$ cat config.mk
export PLATFORM = sky130hd
export DESIGN_NAME = rtsps_queue
export DESIGN_NICKNAME = d
export VERILOG_FILES = /design/src/hdl/rtsps_pkg.sv /design/src/hdl/rtsps_queue.sv
export SDC_FILE = /design/constraint.sdc
export NUM_CORES = 1
export LEC_CHECK = 0
export BUFFER_PORTS_ARGS = -buffer_cell sky130_fd_sc_hd__buf_2
export CAP_MARGIN = 10
export CORE_ASPECT_RATIO = 0.8
export CORE_MARGIN = 4
export CORE_UTILIZATION = 50
export DETAILED_ROUTE_END_ITERATION = 6
export HOLD_SLACK_MARGIN = 0.05
export PLACE_DENSITY_LB_ADDON = 0.15
export SETUP_SLACK_MARGIN = 0.3
export SLEW_MARGIN = 15
export SYNTH_ARGS = -nofsm -noshare
export SYNTH_HDL_FRONTEND = slang
export SYNTH_SLANG_ARGS = --single-unit
$ cat constraint.sdc
create_clock -name clk -period 3.6 [get_ports clk]
set_input_delay 0.54 -clock clk [delete_from_list [all_inputs] [get_ports clk]]
set_output_delay 0.54 -clock clk [all_outputs]
set_load 0.01 [all_outputs]
$ cat src/hdl/rtsps_pkg.sv
// ----------------------------------------------------------------------------
// rtsps_pkg
// shared types and constants of the round-trip shortest path sum block
// ----------------------------------------------------------------------------
package rtsps_pkg;

    localparam int NODE_W   = 11;
    localparam int COST_W   = 32;
    localparam int SUM_W    = 64;
    localparam int DIST_W   = 43;
    localparam int EDGE_W   = 2 * NODE_W + COST_W;
    localparam int QDEPTH   = 4;
    localparam int QAW      = 2;
    localparam int CFG_IW   = 2;

    localparam logic [CFG_IW-1:0] REG_NODE_COUNT  = 2'd0;
    localparam logic [CFG_IW-1:0] REG_SOURCE_NODE = 2'd1;

    localparam logic [DIST_W-1:0] DIST_UNREACHED = {DIST_W{1'b1}};

    typedef struct packed {
        logic [NODE_W-1:0] src;
        logic [NODE_W-1:0] dst;
        logic [COST_W-1:0] weight;
        logic              last;
    } edge_t;

    typedef struct packed {
        logic [NODE_W-1:0] node_count;
        logic [NODE_W-1:0] source_node;
    } cfg_t;

    typedef enum logic [3:0] {
        ST_LOAD,
        ST_CLEAR,
        ST_EDGE_RD,
        ST_DIST_RD,
        ST_RELAX,
        ST_SUM_RD,
        ST_SUM_ACC,
        ST_EMIT
    } state_t;

endpackage

$ cat src/hdl/rtsps_queue.sv
// ----------------------------------------------------------------------------
// rtsps_queue
// short edge queue between intake and compute engine
// ----------------------------------------------------------------------------
module rtsps_queue (
    input  logic               clk,
    input  logic               rst_n,
    input  logic               wr,
    input  rtsps_pkg::edge_t   wdata,
    output logic               q_full,
    input  logic               rd,
    output rtsps_pkg::edge_t   rdata,
    output logic               q_empty
);

    rtsps_pkg::edge_t            slot_reg [rtsps_pkg::QDEPTH];
    logic [rtsps_pkg::QAW-1:0]   wptr_reg, wptr_next;
    logic [rtsps_pkg::QAW-1:0]   rptr_reg, rptr_next;
    logic [rtsps_pkg::QAW:0]     cnt_reg, cnt_next;

    assign q_full  = (cnt_reg == (rtsps_pkg::QAW+1)'(rtsps_pkg::QDEPTH));
    assign q_empty = (cnt_reg == '0);
    assign rdata   = slot_reg[rptr_reg];

    always_comb
    begin
        wptr_next = wptr_reg;
        rptr_next = rptr_reg;
        cnt_next  = cnt_reg;
        if (wr)
        begin
            wptr_next = wptr_reg + rtsps_pkg::QAW'(1);
        end
        if (rd)
        begin
            rptr_next = rptr_reg + rtsps_pkg::QAW'(1);
        end
        if (wr && !rd)
        begin
            cnt_next = cnt_reg + (rtsps_pkg::QAW+1)'(1);
        end
        else if (rd && !wr)
        begin
            cnt_next = cnt_reg - (rtsps_pkg::QAW+1)'(1);
        end
    end

    always_ff @(posedge clk or negedge rst_n)
    begin
        if (!rst_n)
        begin
            wptr_reg <= '0;
            rptr_reg <= '0;
            cnt_reg  <= '0;
        end
        else
        begin
            wptr_reg <= wptr_next;
            rptr_reg <= rptr_next;
            cnt_reg  <= cnt_next;
        end
    end

    always_ff @(posedge clk)
    begin
        if (wr)
        begin
            slot_reg[wptr_reg] <= wdata;
        end
    end

endmodule

==> metrics.yaml, run 1 <==
status: "finished clean"
synth_common_cells: "220 x edfxtp_1, 55 x mux4_2, 7 x dfrtp_1"
drt_iter0_markers: 138
seqPwrFrac_pct: 44.2
vdd_drop_max_v: 0.000441
synth_top_area_share_pct: 79.4
post_drt_wl_per_cell_microns: 21.1
via_count: 3732
p_sw_mw: 2.25
final_nets: 522
clkTransAtPathRegs_ns: 0.06
overflow: 0
synthTopCellsByArea: "edfxtp_1 79%, mux4_2 15%, dfrtp_1 2.1%"
die_h_microns: 123
clock_latency_ns: 0.49
fin_crit_ns: 2.77
grtUsageTotal_pct: 15.8
start_util_pct: 51.8
yosysSeqAreaShare_pct: 81.5
ctsRootBufferMaster: "clkbuf_16"
netlist_area_sq_um: 8320
post-dp-hpwl_microns: 8730
fmax_ghz: 0.360
antenna_found_initial: 2
powerDensity_nw_per_um2: 825
p_leak_nw: 3.44
synth-warning-count: 0
ant_nets: 0
multi_input_area_sq_um: 1440
remaining_drc_errors: 0
power_frac_comb_pct: 27.3
grt_pass1_vias: 4061
n_antenna_cell: 0
synth_edf_count: 220
cts_tree: "yes"
p_int_mw: 5.97
cap_violations: 0
dieArea_sq_um: 18800
routed_via_density: 5.43
portBuffers: 115
drive_above_1_share_pct: 45.6
setup_viol: 0
setup_tns_ns: 0
ios: 116
finalPower_mw: 8.21
cts_resized: 0
postRouteWirelength_microns: 14500
arrival_ns: 2.23
required_ns: 3.06
largest_reg_flops: 220
avgSynthCellArea_sq_um: 25.9
regArea_sq_um: 6790
core.rowCount: 41
grt_pass1_wl_microns: 23000
n_fill_cell: 1114
drt-pass1-iter-count: 4
synthFlopType: "edfxtp_1"
critPathLaunchType: "flop"
synth_cell_types: 19
hp-class: "in -> reg"
critPathMaxFanout: 33
clock_skew_ns: 0.00557
yosys.cell_count.top_type: "edfxtp_1"
synth_top_area_cell: "edfxtp_1"
timing.final.crit_share_pct: 77.1
slew_headroom_pct: 51.6
core-area_sq_um: 16100
worstSetupEndpointType: "output port"
crit_type: "reg -> out"
clkSinkCount: 227
hold_viol: 0
h-tree-depth: 1
cts_buffer_depth: 3
die_x_microns: 152
syn2layout_area_growth_pct: 19.6
place_congestion: 0.685
yosys_register_bits: 227
worstMarginPinSlew_ns: 0.726
syn_nets: 386
async_flop_share_pct: 3.08
rsz0062_at_grt: "no"
swShare_pct: 27.4
slew_viol_final: 0
synthCells: 321
cts_buffers: 22
grt_max_degree: 40
pwr-share-clk_pct: 28.5
[worst paths after layout]
kind | startpoint | to | slack (ns) | cells past startpoint
worst max-delay path | rptr_reg[0] | rdata[53] | 0.83 | 3
worst min-delay path | wdata[37] | slot_reg[3][37] | 0.26 | 1
worst max register to register | wptr_reg[0] | slot_reg[2][52] | 1.67 | 4
worst min register to register | cnt_reg[2] | cnt_reg[2] | 0.49 | 1
max in group asynchronous | rst_n | rptr_reg[0] | 2.98 | 2
min in group asynchronous | rst_n | cnt_reg[2] | 0.42 | 2
[area by class of cell]
cell class                      count  area share, %
Multi-Input combinational cell     78           14.5
Clock buffer                       27           5.93
Tap cell                          215           2.70
Timing Repair Buffer              124           6.99
Sequential cell                   227           68.2
Clock inverter                     12           1.55
Inverter                            4          0.151
[layout by cell type (no fill, tap or decap), drive strengths merged]
master and n:
edfxtp 220, nor3 1, clkinv 8, nor3b 1, xnor2 2, ha 5
buf 123, dfrtp 7, xor2 4, bufinv 4, fa 1, clkbuf 27
mux4 55, dlygate4sd3 1, mux2 1, nand2 2, inv 4, o21ai 1
nor2 1, and2 4
[routing by layer]
metal  up-vias  global-route usage, %  routed length (microns)
met2       112                   25.1                     6770
met4         4                   3.76                      253
met1      1941                   21.7                     6340
li1       1647                      -                        -
met3        28                   5.46                     1100
met5         -                      0                       22
[cells by family (layout without fill, tap and decap cells)]
family	count (synthesis)	count (layout)	share of synthesized area, %
adders and majority gates	6	6	0.992
xor gates and xnor gates	6	6	0.631
DFF	227	227	81.5
muxes	56	56	15.0
and+or+nand+nor	9	9	0.586
buffers and inverters	16	167	1.25
AOI/OAI and AO/OA	1	1	0.0601
[power groups by stage]
| stage | Sequential, mW | Combinational [mW] | Clock, mW |
|---|---|---|---|
| 2_1_floorplan | 3.62 | 1.54 | 0 |
| 3_3_place_gp | 3.66 | 2.30 | 0 |
| 3_5_place_dp | 3.69 | 2.31 | 0 |
| 4_1_cts | 3.64 | 2.33 | 2.40 |
| 5_1_grt | 3.67 | 2.46 | 2.52 |
| 6_report | 3.63 | 2.25 | 2.34 |
[through the flow]
stage	area (sq um)	std cells	worst slack (ns)	hold WS (ns)	utilization (%)
after CTS	9950	687	0.752	0.240	62.0
after global routing	9950	687	0.682	0.245	62.0
after detailed placement	9200	647	1.28	0.398	57.3
final	9950	687	0.825	0.262	62.0
after floorplan	8320	321	1.26	0.244	-
after global placement	9200	647	1.28	0.391	57.3
[critical path, stage by stage, from the launching register on]
cell     delay (ns)
dfrtp_4        0.40
buf_4          0.52
mux4_2         0.62
buf_2          0.16
[repair_timing]
| item | in CTS | in global routing |
|---|---|---|
| hold endpoints to repair | 7 | 0 |
| buffers inserted | 0 | 0 |
| hold buffers | 1 | 0 |
Note: power is estimated with default switching activity, not from simulation.
==> inputs of run 2 (changes only) <==
--- a/config.mk
+++ b/config.mk
@@ -5,6 +5,7 @@
 export SDC_FILE = /design/constraint.sdc
 export NUM_CORES = 1
 export LEC_CHECK = 0
+export ABC_AREA = 1
 export BUFFER_PORTS_ARGS = -buffer_cell sky130_fd_sc_hd__buf_2
 export CAP_MARGIN = 10
 export CORE_ASPECT_RATIO = 0.8
==> constraint.sdc (replaced) <==
create_clock -name clk -period 2.87 [get_ports clk]
set_input_delay 0.4305 -clock clk [delete_from_list [all_inputs] [get_ports clk]]
set_output_delay 0.4305 -clock clk [all_outputs]
set_load 0.01 [all_outputs]
==> run 2 against run 1 <==
  * Critical path depth is 2 higher
  * Sequential share of layout area shrank 7.3 points
  * Area after synthesis grew 15%
  * Final cell count rose by 58%
  * Non-clock buffer count grew 8
  * Wire length increased by 27%
  * Cell area rose by 12%
  * Setup slack worse by 0.43 ns
  * Worst hold slack got worse by 0.12 ns
==> metrics.yaml, run 2 <==
timing.rr.start: "wptr_reg[1]"
clkSinkCount: 227  # unchanged
powerDensity_nw_per_um2: 1040  # +26%
remaining_drc_errors: 0  # unchanged
synth-warning-count: 0  # unchanged
place_congestion: 0.733  # +7.1%
die_x_microns: 163  # +7.1%
cts_tree: "yes"
post-dp-hpwl_microns: 11100  # +27%
postRouteWirelength_microns: 18500  # +27%
finalPower_mw: 11.6  # +41%
fin_crit_ns: 2.47
yosys_register_bits: 227  # unchanged
final_cell_mix: "220 x edfxtp_1, 178 x nand2_1, 117 x inv_1, 115 x buf_2, 78 x o211ai_2"
netlist_area_sq_um: 9610  # +15%
p_leak_nw: 4.56  # +32%
async_flop_share_pct: 3.08  # unchanged
status: "finished clean"
antenna_found_initial: 5  # +3
critPathLaunchType: "flop"
yosys.cell_count.top_type: "edfxtp_1"
use_met3_pct: 4.00  # -1.5 points
met2_usage_pct: 28.5  # +3.5 points
cp.depth: 5  # +2
synthTopCellsByArea: "edfxtp_1 69%, o211ai_2 10%, nand2_1 7.0%"
final_common_cell: "edfxtp_1"
routed_via_density: 4.99  # -8.2%
crit_buf_inv: 3  # +1
syn2layout_area_growth_pct: 16.0
cts_resized: 0  # unchanged
grt_pass1_vias: 5531  # +36%
max_stage_delay_ns: 0.75  # +0.13 ns
ios: 116  # unchanged
yosysSeqAreaShare_pct: 70.6  # -11 points
synthFlopType: "edfxtp_1"
grtUsageTotal_pct: 17.2  # +1.4 points
drt_iter0_markers: 355  # +160%
overflow: 0  # unchanged
rsz0062_at_grt: "no"
fmax_ghz: 0.404
cap_violations: 0  # unchanged
synth_edf_count: 220  # unchanged
avgSynthCellArea_sq_um: 13.9  # -46%
ctsRootBufferMaster: "clkbuf_16"
synth_top_area_share_pct: 68.7  # -11 points
cts_buffers: 24  # +9.1%
syn_nets: 755  # +96%
met1_usage_pct: 23.2  # +1.5 points
ant_nets: 0  # unchanged
crit_type: "reg -> out"
via_count: 5417  # +45%
slew_headroom_pct: 60.1  # +8.5 points
critPathMaxFanout: 29  # -12%
dieArea_sq_um: 21500  # +15%
worstMarginPinSlew_ns: 0.598  # -0.128 ns
final_nets: 875  # +68%
slew_viol_final: 0  # unchanged
synthCells: 690  # +110%
cts_buffer_depth: 3  # unchanged
worstSetupEndpointType: "output port"
hp-class: "in -> reg"
dp_cells: 1040  # +61%
arrival_ns: 2.04  # -0.19 ns
clock_skew_ns: 0.0103  # +0.00470 ns
hold_viol: 0  # unchanged
required_ns: 2.44  # -0.62 ns
die_h_microns: 132  # +7.0%
core-area_sq_um: 18900  # +18%
post_layout_nonfiller_instances: 1086  # +58%
synth_top_area_cell: "edfxtp_1"
portBuffers: 115  # unchanged
synth_cell_types: 20  # +1
setup_viol: 0  # unchanged
timing.rr.end: "slot_reg[1][11]"
drive_above_1_share_pct: 29.7  # -16 points
worstHoldStart: "wdata[26]"
drt-pass1-iter-count: 4  # unchanged
clock_latency_ns: 0.50  # about the same
cp_slowest_cell: "dfrtp_4"
setup_tns_ns: 0  # unchanged
top_usage_layer: "met2"
grt_max_degree: 58  # +45%
crit_start: "rptr_reg[1]"
reg2reg_slack_ns: 1.07  # -0.60 ns
post_drt_wl_per_cell_microns: 17.0  # -19%
whs_ns: 0.139  # -0.123 ns
grt_pass1_wl_microns: 29200  # +27%
reg2regPathDepth: 5  # +1
synth_common_cells: "220 x edfxtp_1, 178 x nand2_1, 122 x inv_1"
h-tree-depth: 1  # unchanged
vdd_drop_max_v: 0.000625  # +42%
start_util_pct: 50.8  # -1.0 points
core.rowCount: 45  # +9.8%
timing.final.crit_share_pct: 86.1
endpoint: "rdata[23]"
crit_family: "flip-flops"
largest_reg_flops: 220  # unchanged
clkTransAtPathRegs_ns: 0.06  # about the same
cp_cell_sequence: "inv_2 > buf_12 > o211ai_1 > nand2_1 > buf_2"
==> run 2: changes by cell type after synthesis, sizes merged, moves of 4 or more <==
cell / change
nand2: +176
inv: +118
o211ai: +110
mux4: -55
buf: +26
and2: -4
==> run 2: kinds of logic after synthesis <==
| kind of cell | count (synthesis) | synth area share [%] |
|---|---|---|
| simple gates | 182 | 7.17 |
| compound gates | 111 | 12.7 |
| xor+xnor | 4 | 0.365 |
| flops | 227 | 70.6 |
| buf+inv | 160 | 8.34 |
| fa+ha+maj | 6 | 0.859 |
==> run 2: layout make-up <==
type,count,area [sq um]
clock buffer,29,641
sequential,227,6790
fill,1550,7770
inverter,122,458
timing repair buffer,132,851
multi-input combinational,303,2030
antenna,2,5.00
clock inverter,13,56.3
tap,258,323
==> run 2: power by group <==
part	switching [mW]	internal [mW]	total, mW
Sequential	0.345	4.35	4.70
Combinational	2.58	1.56	4.14
Clock	1.16	1.57	2.74
==> run 2: how the worst min path moves through the flow <==
| stage | end | slack (ns) | cells after the start |
|---|---|---|---|
| 2_1_floorplan | cnt_reg[0] | 0.13 | 0 |
| 3_3_place_gp | wptr_reg[0] | 0.28 | 1 |
| 3_5_place_dp | cnt_reg[1] | 0.28 | 1 |
| 4_1_cts | slot_reg[2][40] | 0.12 | 1 |
| 5_1_grt | slot_reg[2][40] | 0.13 | 1 |
| 6_report | slot_reg[0][26] | 0.14 | 1 |
==> run 2: what timing repair did <==
item	in CTS	in global routing
endpoints found under the hold margin	7	0
hold buffers	1	0
buffers inserted	0	1
endpoints found under the setup margin	0	5
==> run 2: stage by stage <==
stage | cell area (sq um) | setup slack (ns) | util [%]
final | 11200 | 0.398 | 58.9
after global routing | 11200 | 0.316 | 58.9
after CTS | 11100 | 0.381 | 58.8
after detailed placement | 10400 | 0.921 | 55.1
after global placement | 10400 | 0.949 | 55.1
after floorplan | 9610 | 0.664 | -
==> run 2: routing by layer <==
layer | vias to the layer above | wire (microns)
met4 | 6 | 386
met1 | 2631 | 8210
met2 | 114 | 8860
li1 | 2630 | -
met3 | 36 | 973
met5 | - | 28
