File: src/hdl/rtsps_pkg.sv
// ----------------------------------------------------------------------------
// rtsps_pkg
// shared types and constants of the round-trip shortest path sum block
// ----------------------------------------------------------------------------
package rtsps_pkg;

    localparam int NODE_W   = 11;
    localparam int COST_W   = 32;
    localparam int SUM_W    = 64;
    localparam int DIST_W   = 43;
    localparam int EDGE_W   = 2 * NODE_W + COST_W;
    localparam int QDEPTH   = 4;
    localparam int QAW      = 2;
    localparam int CFG_IW   = 2;

    localparam logic [CFG_IW-1:0] REG_NODE_COUNT  = 2'd0;
    localparam logic [CFG_IW-1:0] REG_SOURCE_NODE = 2'd1;

    localparam logic [DIST_W-1:0] DIST_UNREACHED = {DIST_W{1'b1}};

    typedef struct packed {
        logic [NODE_W-1:0] src;
        logic [NODE_W-1:0] dst;
        logic [COST_W-1:0] weight;
        logic              last;
    } edge_t;

    typedef struct packed {
        logic [NODE_W-1:0] node_count;
        logic [NODE_W-1:0] source_node;
    } cfg_t;

    typedef enum logic [3:0] {
        ST_LOAD,
        ST_CLEAR,
        ST_EDGE_RD,
        ST_DIST_RD,
        ST_RELAX,
        ST_SUM_RD,
        ST_SUM_ACC,
        ST_EMIT
    } state_t;

endpackage

File: src/hdl/rtsps_front.sv
// ----------------------------------------------------------------------------
// rtsps_front
// configuration registers and edge intake toward the queue
// ----------------------------------------------------------------------------
module rtsps_front (
    input  logic                              clk,
    input  logic                              rst_n,
    input  logic                              cfg_we,
    input  logic [rtsps_pkg::CFG_IW-1:0]      cfg_index,
    input  logic [rtsps_pkg::NODE_W-1:0]      cfg_data,
    input  logic                              push,
    output logic                              full,
    input  logic [rtsps_pkg::NODE_W-1:0]      edge_src,
    input  logic [rtsps_pkg::NODE_W-1:0]      edge_dst,
    input  logic [rtsps_pkg::COST_W-1:0]      edge_weight,
    input  logic                              last_edge,
    output rtsps_pkg::cfg_t                   cfg,
    output logic                              q_push,
    output rtsps_pkg::edge_t                  q_data,
    input  logic                              q_full
);

    logic [rtsps_pkg::NODE_W-1:0] node_count_reg, node_count_next;
    logic [rtsps_pkg::NODE_W-1:0] source_node_reg, source_node_next;

    always_comb
    begin
        node_count_next  = node_count_reg;
        source_node_next = source_node_reg;
        if (cfg_we)
        begin
            case (cfg_index)
                rtsps_pkg::REG_NODE_COUNT:  node_count_next  = cfg_data;
                rtsps_pkg::REG_SOURCE_NODE: source_node_next = cfg_data;
                default: ;
            endcase
        end
    end

    always_ff @(posedge clk or negedge rst_n)
    begin
        if (!rst_n)
        begin
            node_count_reg  <= rtsps_pkg::NODE_W'(1);
            source_node_reg <= rtsps_pkg::NODE_W'(1);
        end
        else
        begin
            node_count_reg  <= node_count_next;
            source_node_reg <= source_node_next;
        end
    end

    assign cfg.node_count  = node_count_reg;
    assign cfg.source_node = source_node_reg;

    assign full          = q_full;
    assign q_push        = push && !q_full;
    assign q_data.src    = edge_src;
    assign q_data.dst    = edge_dst;
    assign q_data.weight = edge_weight;
    assign q_data.last   = last_edge;

endmodule

File: config.mk
export PLATFORM = sky130hd
export DESIGN_NAME = rtsps_front
export DESIGN_NICKNAME = d
export VERILOG_FILES = /design/src/hdl/rtsps_pkg.sv /design/src/hdl/rtsps_front.sv
export SDC_FILE = /design/constraint.sdc
export NUM_CORES = 1
export LEC_CHECK = 0
export ABC_AREA = 1
export BUFFER_PORTS_ARGS = -buffer_cell sky130_fd_sc_hd__buf_2
export CORE_MARGIN = 5
export CORE_UTILIZATION = 34
export CTS_CLUSTER_DIAMETER = 60
export DETAILED_ROUTE_END_ITERATION = 7
export GPL_TIMING_DRIVEN = 0
export PLACE_DENSITY = 0.81
export SKIP_LAST_GASP = 1
export SLEW_MARGIN = 30
export SYNTH_ARGS = -nofsm -noshare
export SYNTH_HDL_FRONTEND = slang
export SYNTH_SLANG_ARGS = --single-unit
File: constraint.sdc
create_clock -name clk -period 1.1 [get_ports clk]
set_clock_uncertainty 0.05 [all_clocks]
set_input_delay 0.33 -clock clk [delete_from_list [all_inputs] [get_ports clk]]
set_output_delay 0.33 -clock clk [all_outputs]
set_load 0.1 [all_outputs]
==> results.py, run 1 <==
metrics = {
    "run_status": {
        "status": "complete, but fails checks",
        "violations": "negative setup slack",
    },
    "synth": {
        "synth_area_leaders": "dfrtp_1 (38%), buf_4 (32%), nand2_1 (13%)",
        "synth_cell_types": 10,
        "ys.flop_type": "dfrtp_1",
        "synth_most_common_cell": "buf_4",
        "syn-num-nets": 230,
        "synth_common_cells": "buf_4 (56), nand2_1 (45), dfrtp_1 (20)",
        "synth-seq-cells": 22,
        "synthArstFlopShare_pct": 100.0,
        "synth_xor_area_share_pct": 0,
        "synthMuxAreaShare_pct": 0,
        "syn_area_per_cell_sq_um": 8.432,
        "synthSimpleGateAreaFrac_pct": 23.25,
        "yosysSeqAreaShare_pct": 41.78,
        "synth_warnings": 0,
        "yosys.area.top_type": "dfrtp_1",
        "synth-compound-area-share_pct": 0,
        "synth-adder-area-share_pct": 0,
        "syn_inst": 157,
        "yosys.area.top_type_share_pct": 37.81,
        "synth_top_family_by_area": "buffers and inverters",
        "synth_edf_count": 0,
        "syn_area_sq_um": 1324,
    },
    "detailed_routing": {
        "drt_wl_total_microns": 4107,
        "vias": 1348,
        "ant_nets": 0,
        "drc": 0,
        "wl_per_cell_microns": 13.29,
        "first_pass_iters": 4,
        "avgViaCountPerCell": 4.362,
        "drtIter0Drc": 61,
    },
    "final_layout": {
        "multiInputGateArea_sq_um": 315.3,
        "instances_no_fill": 309,
        "antenna_cells": 0,
        "final_area_sq_um": 2500,
        "nFillCells": 313,
        "final_nets": 335,
        "final_layout_size_suffix_gt1_share_pct": 73.18,
        "seq_area_sq_um": 585.6,
        "area_delta_synth_final_pct": 88.85,
    },
    "cts": {
        "cts_made_buffers": 3,
        "insertion_delay_ns": 0.26,
        "clk_pin_slew_worst_paths_ns": 0.08,
        "cts_buffer_depth": 2,
        "tritoncts": "yes",
        "cts_sinks": 22,
        "ctsRootBufferMaster": "clkbuf_8",
        "h-tree-depth": 1,
    },
    "global_route": {
        "grt_first_pass_wirelength_microns": 5885,
        "grt_overflow": 0,
        "grt_antenna_before_repair": 0,
        "grt_pass1_vias": 1416,
        "track_usage_pct": 13.97,
        "grt_max_degree": 23,
    },
    "floorplanning": {
        "core_area_sq_um": 3716,
        "die_y_microns": 72.40,
        "rows": 22,
        "dieArea_sq_um": 5241,
        "start_util_pct": 35.62,
        "dieWidth_microns": 72.40,
        "io_pins": 152,
    },
    "place": {
        "port_buffers": 96,
        "dpl_cell_area_sq_um": 1904,
        "hpwlAfterDp_microns": 3172,
        "dp_cells": 301,
        "post-place-ws_ns": -0.3013,
        "gp_congestion": 0.7561,
    },
    "timing": {
        "whs_ns": 0.2396,
        "relSlewSlack_pct": 79.08,
        "finalMaxSlewViolations": 0,
        "max_freq_ghz": 0.6897,
        "rsz0062_at_grt": "true",
        "fin_crit_sh_pct": 131.8,
        "hold_viol": 0,
        "timing.final.ws_setup_ns": -0.3499,
        "tightest_slew_ns": 0.3138,
        "setup_viol": 23,
        "fin_crit_ns": 1.450,
    },
    "power_and_ir_drop": {
        "power.leakage_nw": 1.341,
        "p_per_area_nw_per_um2": 1857,
        "irDropWorstVdd_mv": 1.089,
        "fin_total_pwr_mw": 4.641,
    },
    "critical_path": {
        "crit_chain": "buf_12",
        "max_stage_delay_ns": 0.64,
        "cp_top_family": "flip-flops",
        "start_kind": "flip-flop",
        "endpoint_kind": "output pin",
        "path_class": "reg -> out",
        "cp_data_required_time_ns": 0.72,
        "critical_path_arrival_ns": 1.07,
        "path_buf_inv": 1,
        "path_max_fanout": 2,
        "critPathSlowestCell": "dfstp_4",
    },
    "min_path": {
        "holdCritPathClass": "in -> reg",
    },
    "job": {
        "drv_cap": 0,
    },
}
kinds of logic (layout without fill, tap and decap cells):
kind of cell           Yosys count  in the layout
buffers and inverters           65            169
DFF                             22             22
and+or+nand+nor                 70             70
routing by layer:
metal | GRT usage, % | vias to the layer above | wire length (microns)
met3 | 4.848 | 7 | 435
li1 | - | 650 | -
met5 | 0 | - | 0
met2 | 25.08 | 77 | 2235
met1 | 15.76 | 614 | 1391
met4 | 3.484 | 0 | 45
power by group:
group	switching [mW]	internal (mW)	leakage, nW
logic	2.06	0.872	1.06
clock network	0.273	0.319	0.0288
registers	0.142	0.977	0.247
cell usage in the layout, fill, tap and decap left out:
cell type and instances:
buf_6 4, nor2_2 1, inv_1 1, nand3_1 12, dfstp_4 2, dlygate4sd3_1 1
clkbuf_4 1, dfrtp_2 20, nand4_1 11, buf_4 113, nor2_4 1, nand2_1 45
buf_12 23, buf_2 21, inv_2 1, clkbuf_8 4
stage by stage:
stage          TNS [ns]  util, %
6_report         -3.647    67.27
5_1_grt          -4.151    67.27
4_1_cts          -3.770    63.27
3_5_place_dp     -7.411    51.25
3_3_place_gp     -7.068    51.25
2_1_floorplan   -0.2074        -
cell type report:
type	count	area share (%)
clock buffers	4	2.202
inverters	2	0.3003
repair buffers	100	40.69
well taps	48	2.402
flip-flops and latches	22	23.42
multi-input cells	70	12.61
plain buffers	63	18.37
repair_timing:
| item | 4_1_cts | 5_1_grt |
|---|---|---|
| hold buffers | 1 | 0 |
| setup endpoints to repair | 79 | 38 |
| setup buffers | 1 | 2 |
| gates resized for setup | 123 | 31 |
| endpoints found under the hold margin | 20 | 0 |
| pin swaps | 1 | 1 |
path summary, 6_finish.rpt:
kind	from	end	slack, ns	cells after the start
max	source_node_reg[0]	cfg[0]	-0.35	1
min reg2reg	node_count_reg[2]	node_count_reg[2]	0.46	2
max in group asynchronous	rst_n	source_node_reg[0]	0.24	2
max reg2reg	source_node_reg[0]	source_node_reg[0]	0.24	2
min	cfg_data[0]	node_count_reg[0]	0.24	3
min in group asynchronous	rst_n	node_count_reg[9]	0.47	2
Note: power is estimated with default switching activity, not from simulation.
==> inputs of run 2 (changes only) <==
--- a/config.mk
+++ b/config.mk
@@ -7,12 +7,14 @@
 export LEC_CHECK = 0
 export ABC_AREA = 1
 export BUFFER_PORTS_ARGS = -buffer_cell sky130_fd_sc_hd__buf_2
+export CELL_PAD_IN_SITES_DETAIL_PLACEMENT = 1
+export CELL_PAD_IN_SITES_GLOBAL_PLACEMENT = 2
 export CORE_MARGIN = 5
-export CORE_UTILIZATION = 34
+export CORE_UTILIZATION = 15
 export CTS_CLUSTER_DIAMETER = 60
 export DETAILED_ROUTE_END_ITERATION = 7
 export GPL_TIMING_DRIVEN = 0
-export PLACE_DENSITY = 0.81
+export PLACE_DENSITY_LB_ADDON = 0.1
 export SKIP_LAST_GASP = 1
 export SLEW_MARGIN = 30
 export SYNTH_ARGS = -nofsm -noshare
==> results.py, run 2 (same netlist as run 1, synthesis figures left out) <==
metrics = {
    "run_status": {
        "status": "complete, but fails checks",
        "violations": "negative hold slack, negative setup slack",
    },
    "timing": {
        "rsz0062_at_grt": "true",
        "relSlewSlack_pct": 65.06,
        "hold_viol": 20,
        "tightest_slew_ns": 0.5241,
        "setup_viol": 23,
        "timing.final.ws_setup_ns": -0.3503,
        "fin_crit_sh_pct": 131.8,
        "finalMaxSlewViolations": 0,
        "fin_crit_ns": 1.450,
        "max_freq_ghz": 0.6895,
        "whs_ns": -0.01163,
    },
    "detailed_routing": {
        "drtIter0Drc": 29,
        "vias": 1346,
        "ant_nets": 0,
        "wl_per_cell_microns": 13.33,
        "drt_wl_total_microns": 4864,
        "first_pass_iters": 4,
        "drc": 0,
        "avgViaCountPerCell": 3.688,
    },
    "power_and_ir_drop": {
        "power.leakage_nw": 1.316,
        "p_seq_share_pct": 24.7,
        "power.clock.fraction_pct": 11.1,
        "p_per_area_nw_per_um2": 1790,
        "p_int_mw": 2.065,
        "p_sw_mw": 2.459,
        "irDropWorstVdd_mv": 0.3951,
        "swShare_pct": 54.35,
        "p_comb_share_pct": 64.2,
    },
    "global_route": {
        "grt_antenna_before_repair": 0,
        "grt_pass1_vias": 1546,
        "grt_first_pass_wirelength_microns": 7672,
        "grt_max_degree": 23,
        "track_usage_pct": 8.590,
        "grt_overflow": 0,
    },
    "min_path": {
        "holdCritPathClass": "in -> async",
    },
    "place": {
        "hpwlAfterDp_microns": 4042,
        "post-place-ws_ns": -0.3047,
        "dpl_cell_area_sq_um": 1979,
        "gp_congestion": 0.6118,
        "port_buffers": 96,
    },
    "critical_path": {
        "critical_path_arrival_ns": 1.07,
        "cp_top_family": "flip-flops",
        "start_kind": "flip-flop",
        "endpoint_kind": "output pin",
        "max_stage_delay_ns": 0.64,
        "crit_chain": "buf_12",
        "r2r_slack_ns": 0.25,
        "critPathSlowestCell": "dfstp_4",
        "path_class": "reg -> out",
        "path_buf_inv": 1,
        "cp_data_required_time_ns": 0.72,
        "path_max_fanout": 2,
    },
    "floorplanning": {
        "core_area_sq_um": 8678,
        "dieArea_sq_um": 10800,
        "rows": 34,
        "start_util_pct": 15.25,
        "io_pins": 152,
        "die_y_microns": 103.9,
        "dieWidth_microns": 103.9,
    },
    "final_layout": {
        "area_delta_synth_final_pct": 90.93,
        "final_common_cell": "buf_4",
        "antenna_cells": 0,
        "final_area_sq_um": 2527,
        "final_nets": 332,
        "final_cell_mix": "buf_4 (111), nand2_1 (45), buf_2 (22), buf_12 (22), dfrtp_2 (20)",
        "final_layout_size_suffix_gt1_share_pct": 73.15,
        "fin_util_pct": 29.12,
    },
    "cts": {
        "cts_sinks": 22,
        "cts_made_buffers": 3,
        "tritoncts": "yes",
        "ctsRootBufferMaster": "clkbuf_8",
        "h-tree-depth": 1,
        "clk_pin_slew_worst_paths_ns": 0.08,
        "insertion_delay_ns": 0.26,
        "cts_buffer_depth": 2,
    },
    "job": {
        "drv_cap": 0,
    },
}
==> run 2: changes by cell type in the layout (fill, tap and decap cells not counted), sizes merged <==
cell / change
buf: -1
dlygate4sd3: -1
clkbuf: -2
==> run 2: power by group through the flow <==
stage	registers [mW]	logic (mW)	clock network, mW
global route	1.14	3.00	0.579
detailed placement	1.06	2.44	0
finish	1.12	2.90	0.503
CTS	1.11	2.85	0.533
global placement	1.06	2.43	0
floorplan	2.02	1.12	0
==> run 2: metal layers <==
layer  track usage (%)  vias up  wire [microns]
met5                 0        -               0
met1             11.38      605            2128
met2             13.07       92            2172
met3             3.662        2             539
li1                  -      647               -
met4             1.665        0              23
==> run 2: timing repair <==
item | in CTS | in global routing
endpoints found under the setup margin | 79 | 24
pin swaps | 1 | 1
hold buffers | 0 | 0
gates resized for setup | 138 | 14
setup buffers | 0 | 1
==> run 2: worst paths after layout <==
check	startpoint	cells after the start	to
worst max-delay path	node_count_reg[0]	1	cfg[11]
worst min-delay path	rst_n	1	source_node_reg[9]
worst max register to register	node_count_reg[0]	2	node_count_reg[0]
worst min register to register	node_count_reg[7]	2	node_count_reg[7]
max in group asynchronous	rst_n	1	node_count_reg[4]
min in group clk	cfg_data[0]	3	node_count_reg[0]
==> run 2: cell type report <==
class,instances,area (sq um)
buffer,63,459.2
fill,1026,6151
tap,108,135.1
sequential,22,585.6
multi-input combinational,70,315.3
inverter,2,10.01
timing repair buffer,97,980.9
clock buffer,3,41.29
==> run 2: metrics by stage <==
| step | total power [mW] | TNS (ns) | instances |
|---|---|---|---|
| 2_1_floorplan | 3.133 | -0.2074 | 157 |
| 3_3_place_gp | 3.492 | -7.961 | 361 |
| 3_5_place_dp | 3.498 | -7.986 | 361 |
| 4_1_cts | 4.488 | -3.776 | 364 |
| 5_1_grt | 4.716 | -4.219 | 365 |
| 6_report | 4.524 | -3.509 | 365 |
==> inputs of run 3 (changes only) <==
--- a/config.mk
+++ b/config.mk
@@ -9,11 +9,12 @@
 export BUFFER_PORTS_ARGS = -buffer_cell sky130_fd_sc_hd__buf_2
 export CELL_PAD_IN_SITES_DETAIL_PLACEMENT = 1
 export CELL_PAD_IN_SITES_GLOBAL_PLACEMENT = 2
-export CORE_MARGIN = 5
-export CORE_UTILIZATION = 15
+export CORE_MARGIN = 1
+export CORE_UTILIZATION = 14
 export CTS_CLUSTER_DIAMETER = 60
 export DETAILED_ROUTE_END_ITERATION = 7
 export GPL_TIMING_DRIVEN = 0
+export MAX_ROUTING_LAYER = met4
 export PLACE_DENSITY_LB_ADDON = 0.1
 export SKIP_LAST_GASP = 1
 export SLEW_MARGIN = 30
==> constraint.sdc (replaced) <==
create_clock -name clk -period 1.3 [get_ports clk]
set_clock_uncertainty 0.05 [all_clocks]
set_input_delay 0.39 -clock clk [delete_from_list [all_inputs] [get_ports clk]]
set_output_delay 0.39 -clock clk [all_outputs]
set_load 0.1 [all_outputs]
==> results.py, run 3 (same netlist as run 1, synthesis figures left out) <==
metrics = {
    "cts": {
        "cts_buffer_depth": 2,
        "insertion_delay_ns": 0.26,
        "cts_made_buffers": 3,
        "tritoncts": "yes",
        "cts_sinks": 22,
        "ctsRootBufferMaster": "clkbuf_8",
        "hold_buffers": 0,
        "h-tree-depth": 1,
        "clk_pin_slew_worst_paths_ns": 0.09,
        "post_cts.repair.setup_buffers": 0,
    },
    "critical_path": {
        "crit_chain": "buf_12",
        "cp_data_required_time_ns": 0.86,
        "cp_top_family": "flip-flops",
        "path_class": "reg -> out",
        "start_kind": "flip-flop",
        "rr_startpoint": "node_count_reg[0]",
        "r2r_slack_ns": 0.51,
        "crit_path_start": "node_count_reg[0]",
        "path_max_fanout": 2,
        "path_buf_inv": 1,
        "endpoint_kind": "output pin",
        "rr_endpoint": "node_count_reg[0]",
        "crit_path_end": "cfg[11]",
        "critPathSlowestCell": "dfstp_2",
        "max_stage_delay_ns": 0.57,
        "cp.depth": 1,
        "critical_path_arrival_ns": 1.01,
        "reg2reg_depth": 2,
    },
    "timing": {
        "fin_crit_sh_pct": 111.4,
        "fin_crit_ns": 1.448,
        "tightest_slew_ns": 0.5268,
        "rsz0062_at_grt": "true",
        "timing.final.ws_setup_ns": -0.1481,
        "relSlewSlack_pct": 64.88,
        "setup_viol": 22,
        "setup_tns_ns": -0.4675,
        "max_freq_ghz": 0.6906,
        "hold_viol": 0,
        "finalMaxSlewViolations": 0,
    },
    "detailed_routing": {
        "vias": 1321,
        "drc": 0,
        "wl_per_cell_microns": 11.34,
        "first_pass_iters": 4,
        "avgViaCountPerCell": 3.590,
        "drtIter0Drc": 24,
        "drt_wl_total_microns": 4174,
        "ant_nets": 0,
    },
    "place": {
        "hpwlAfterDp_microns": 3477,
        "gp_congestion": 0.7151,
        "port_buffers": 96,
    },
    "run_status": {
        "violations": "negative setup slack",
        "status": "complete, but fails checks",
    },
    "floorplanning": {
        "core_area_sq_um": 9196,
        "die_y_microns": 99.24,
        "rows": 35,
        "io_pins": 152,
        "dieWidth_microns": 99.24,
        "start_util_pct": 14.39,
        "dieArea_sq_um": 9849,
    },
    "min_path": {
        "holdCritPathClass": "in -> async",
    },
    "final_layout": {
        "antenna_cells": 0,
        "final_common_cell": "buf_4",
        "final_cell_mix": "buf_4 (111), nand2_1 (45), buf_2 (24)",
        "final_layout_size_suffix_gt1_share_pct": 73.15,
        "final_nets": 331,
        "nFillCells": 1087,
        "area_delta_synth_final_pct": 86.39,
    },
    "global_route": {
        "track_usage_pct": 8.615,
        "grt_max_degree": 23,
        "grt_pass1_vias": 1331,
        "grt_first_pass_wirelength_microns": 6354,
        "grt_overflow": 0,
        "grt_antenna_before_repair": 0,
    },
    "power_and_ir_drop": {
        "irDropWorstVdd_mv": 0.3820,
        "power.leakage_nw": 1.297,
        "p_per_area_nw_per_um2": 1557,
        "fin_total_pwr_mw": 3.841,
    },
    "job": {
        "drv_cap": 0,
    },
}
run 3: worst min path at each step:
stage                              end  slack [ns]  cells past startpoint
floorplan           node_count_reg[10]        0.04                      0
global placement    source_node_reg[2]        0.36                      1
detailed placement  source_node_reg[2]        0.37                      1
CTS                 source_node_reg[2]        0.06                      1
global route        source_node_reg[2]        0.08                      1
finish              source_node_reg[2]        0.04                      1
run 3: stage by stage:
| stage | hold slack (ns) | util, % | instance area (sq um) | worst slack [ns] | instances |
|---|---|---|---|---|---|
| after CTS | 0.06252 | 25.97 | 2389 | -0.1670 | 368 |
| after global placement | 0.3628 | 21.48 | 1976 | -0.1536 | 364 |
| after detailed placement | 0.3671 | 21.48 | 1976 | -0.1531 | 364 |
| final | 0.03787 | 26.83 | 2467 | -0.1481 | 368 |
| after global routing | 0.07739 | 26.83 | 2467 | -0.1741 | 368 |
| after floorplan | 0.04441 | - | 1356 | -0.03422 | 157 |
run 3: area by class of cell:
cell class              instances  area [sq um]  share of cell area [%]
repair buffers                 96         917.1                   37.17
plain buffers                  63         455.4                   18.46
well taps                     111         138.9                   5.629
multi-input cells              70         315.3                   12.78
clock buffers                   4         55.05                   2.231
inverters                       2         7.507                  0.3043
flip-flops and latches         22         578.1                   23.43
run 3: power by group:
part	switching, mW	internal, mW	leakage, nW
clock	0.240	0.270	0.0288
sequential	0.110	0.820	0.246
combinational	1.73	0.669	1.02
run 3: routing by layer:
metal / track usage (%) / vias up / wire, microns
li1: - / 641 / -
met1: 10.81 / 583 / 1841
met2: 13.84 / 93 / 1923
met3: 2.460 / 4 / 386
met4: 1.697 / 0 / 22
met5: - / - / 0
run 3: repair_timing:
item	CTS	global route
endpoints found under the setup margin	79	22
hold endpoints to repair	0	0
pin swaps	0	0
gates resized for setup	119	18
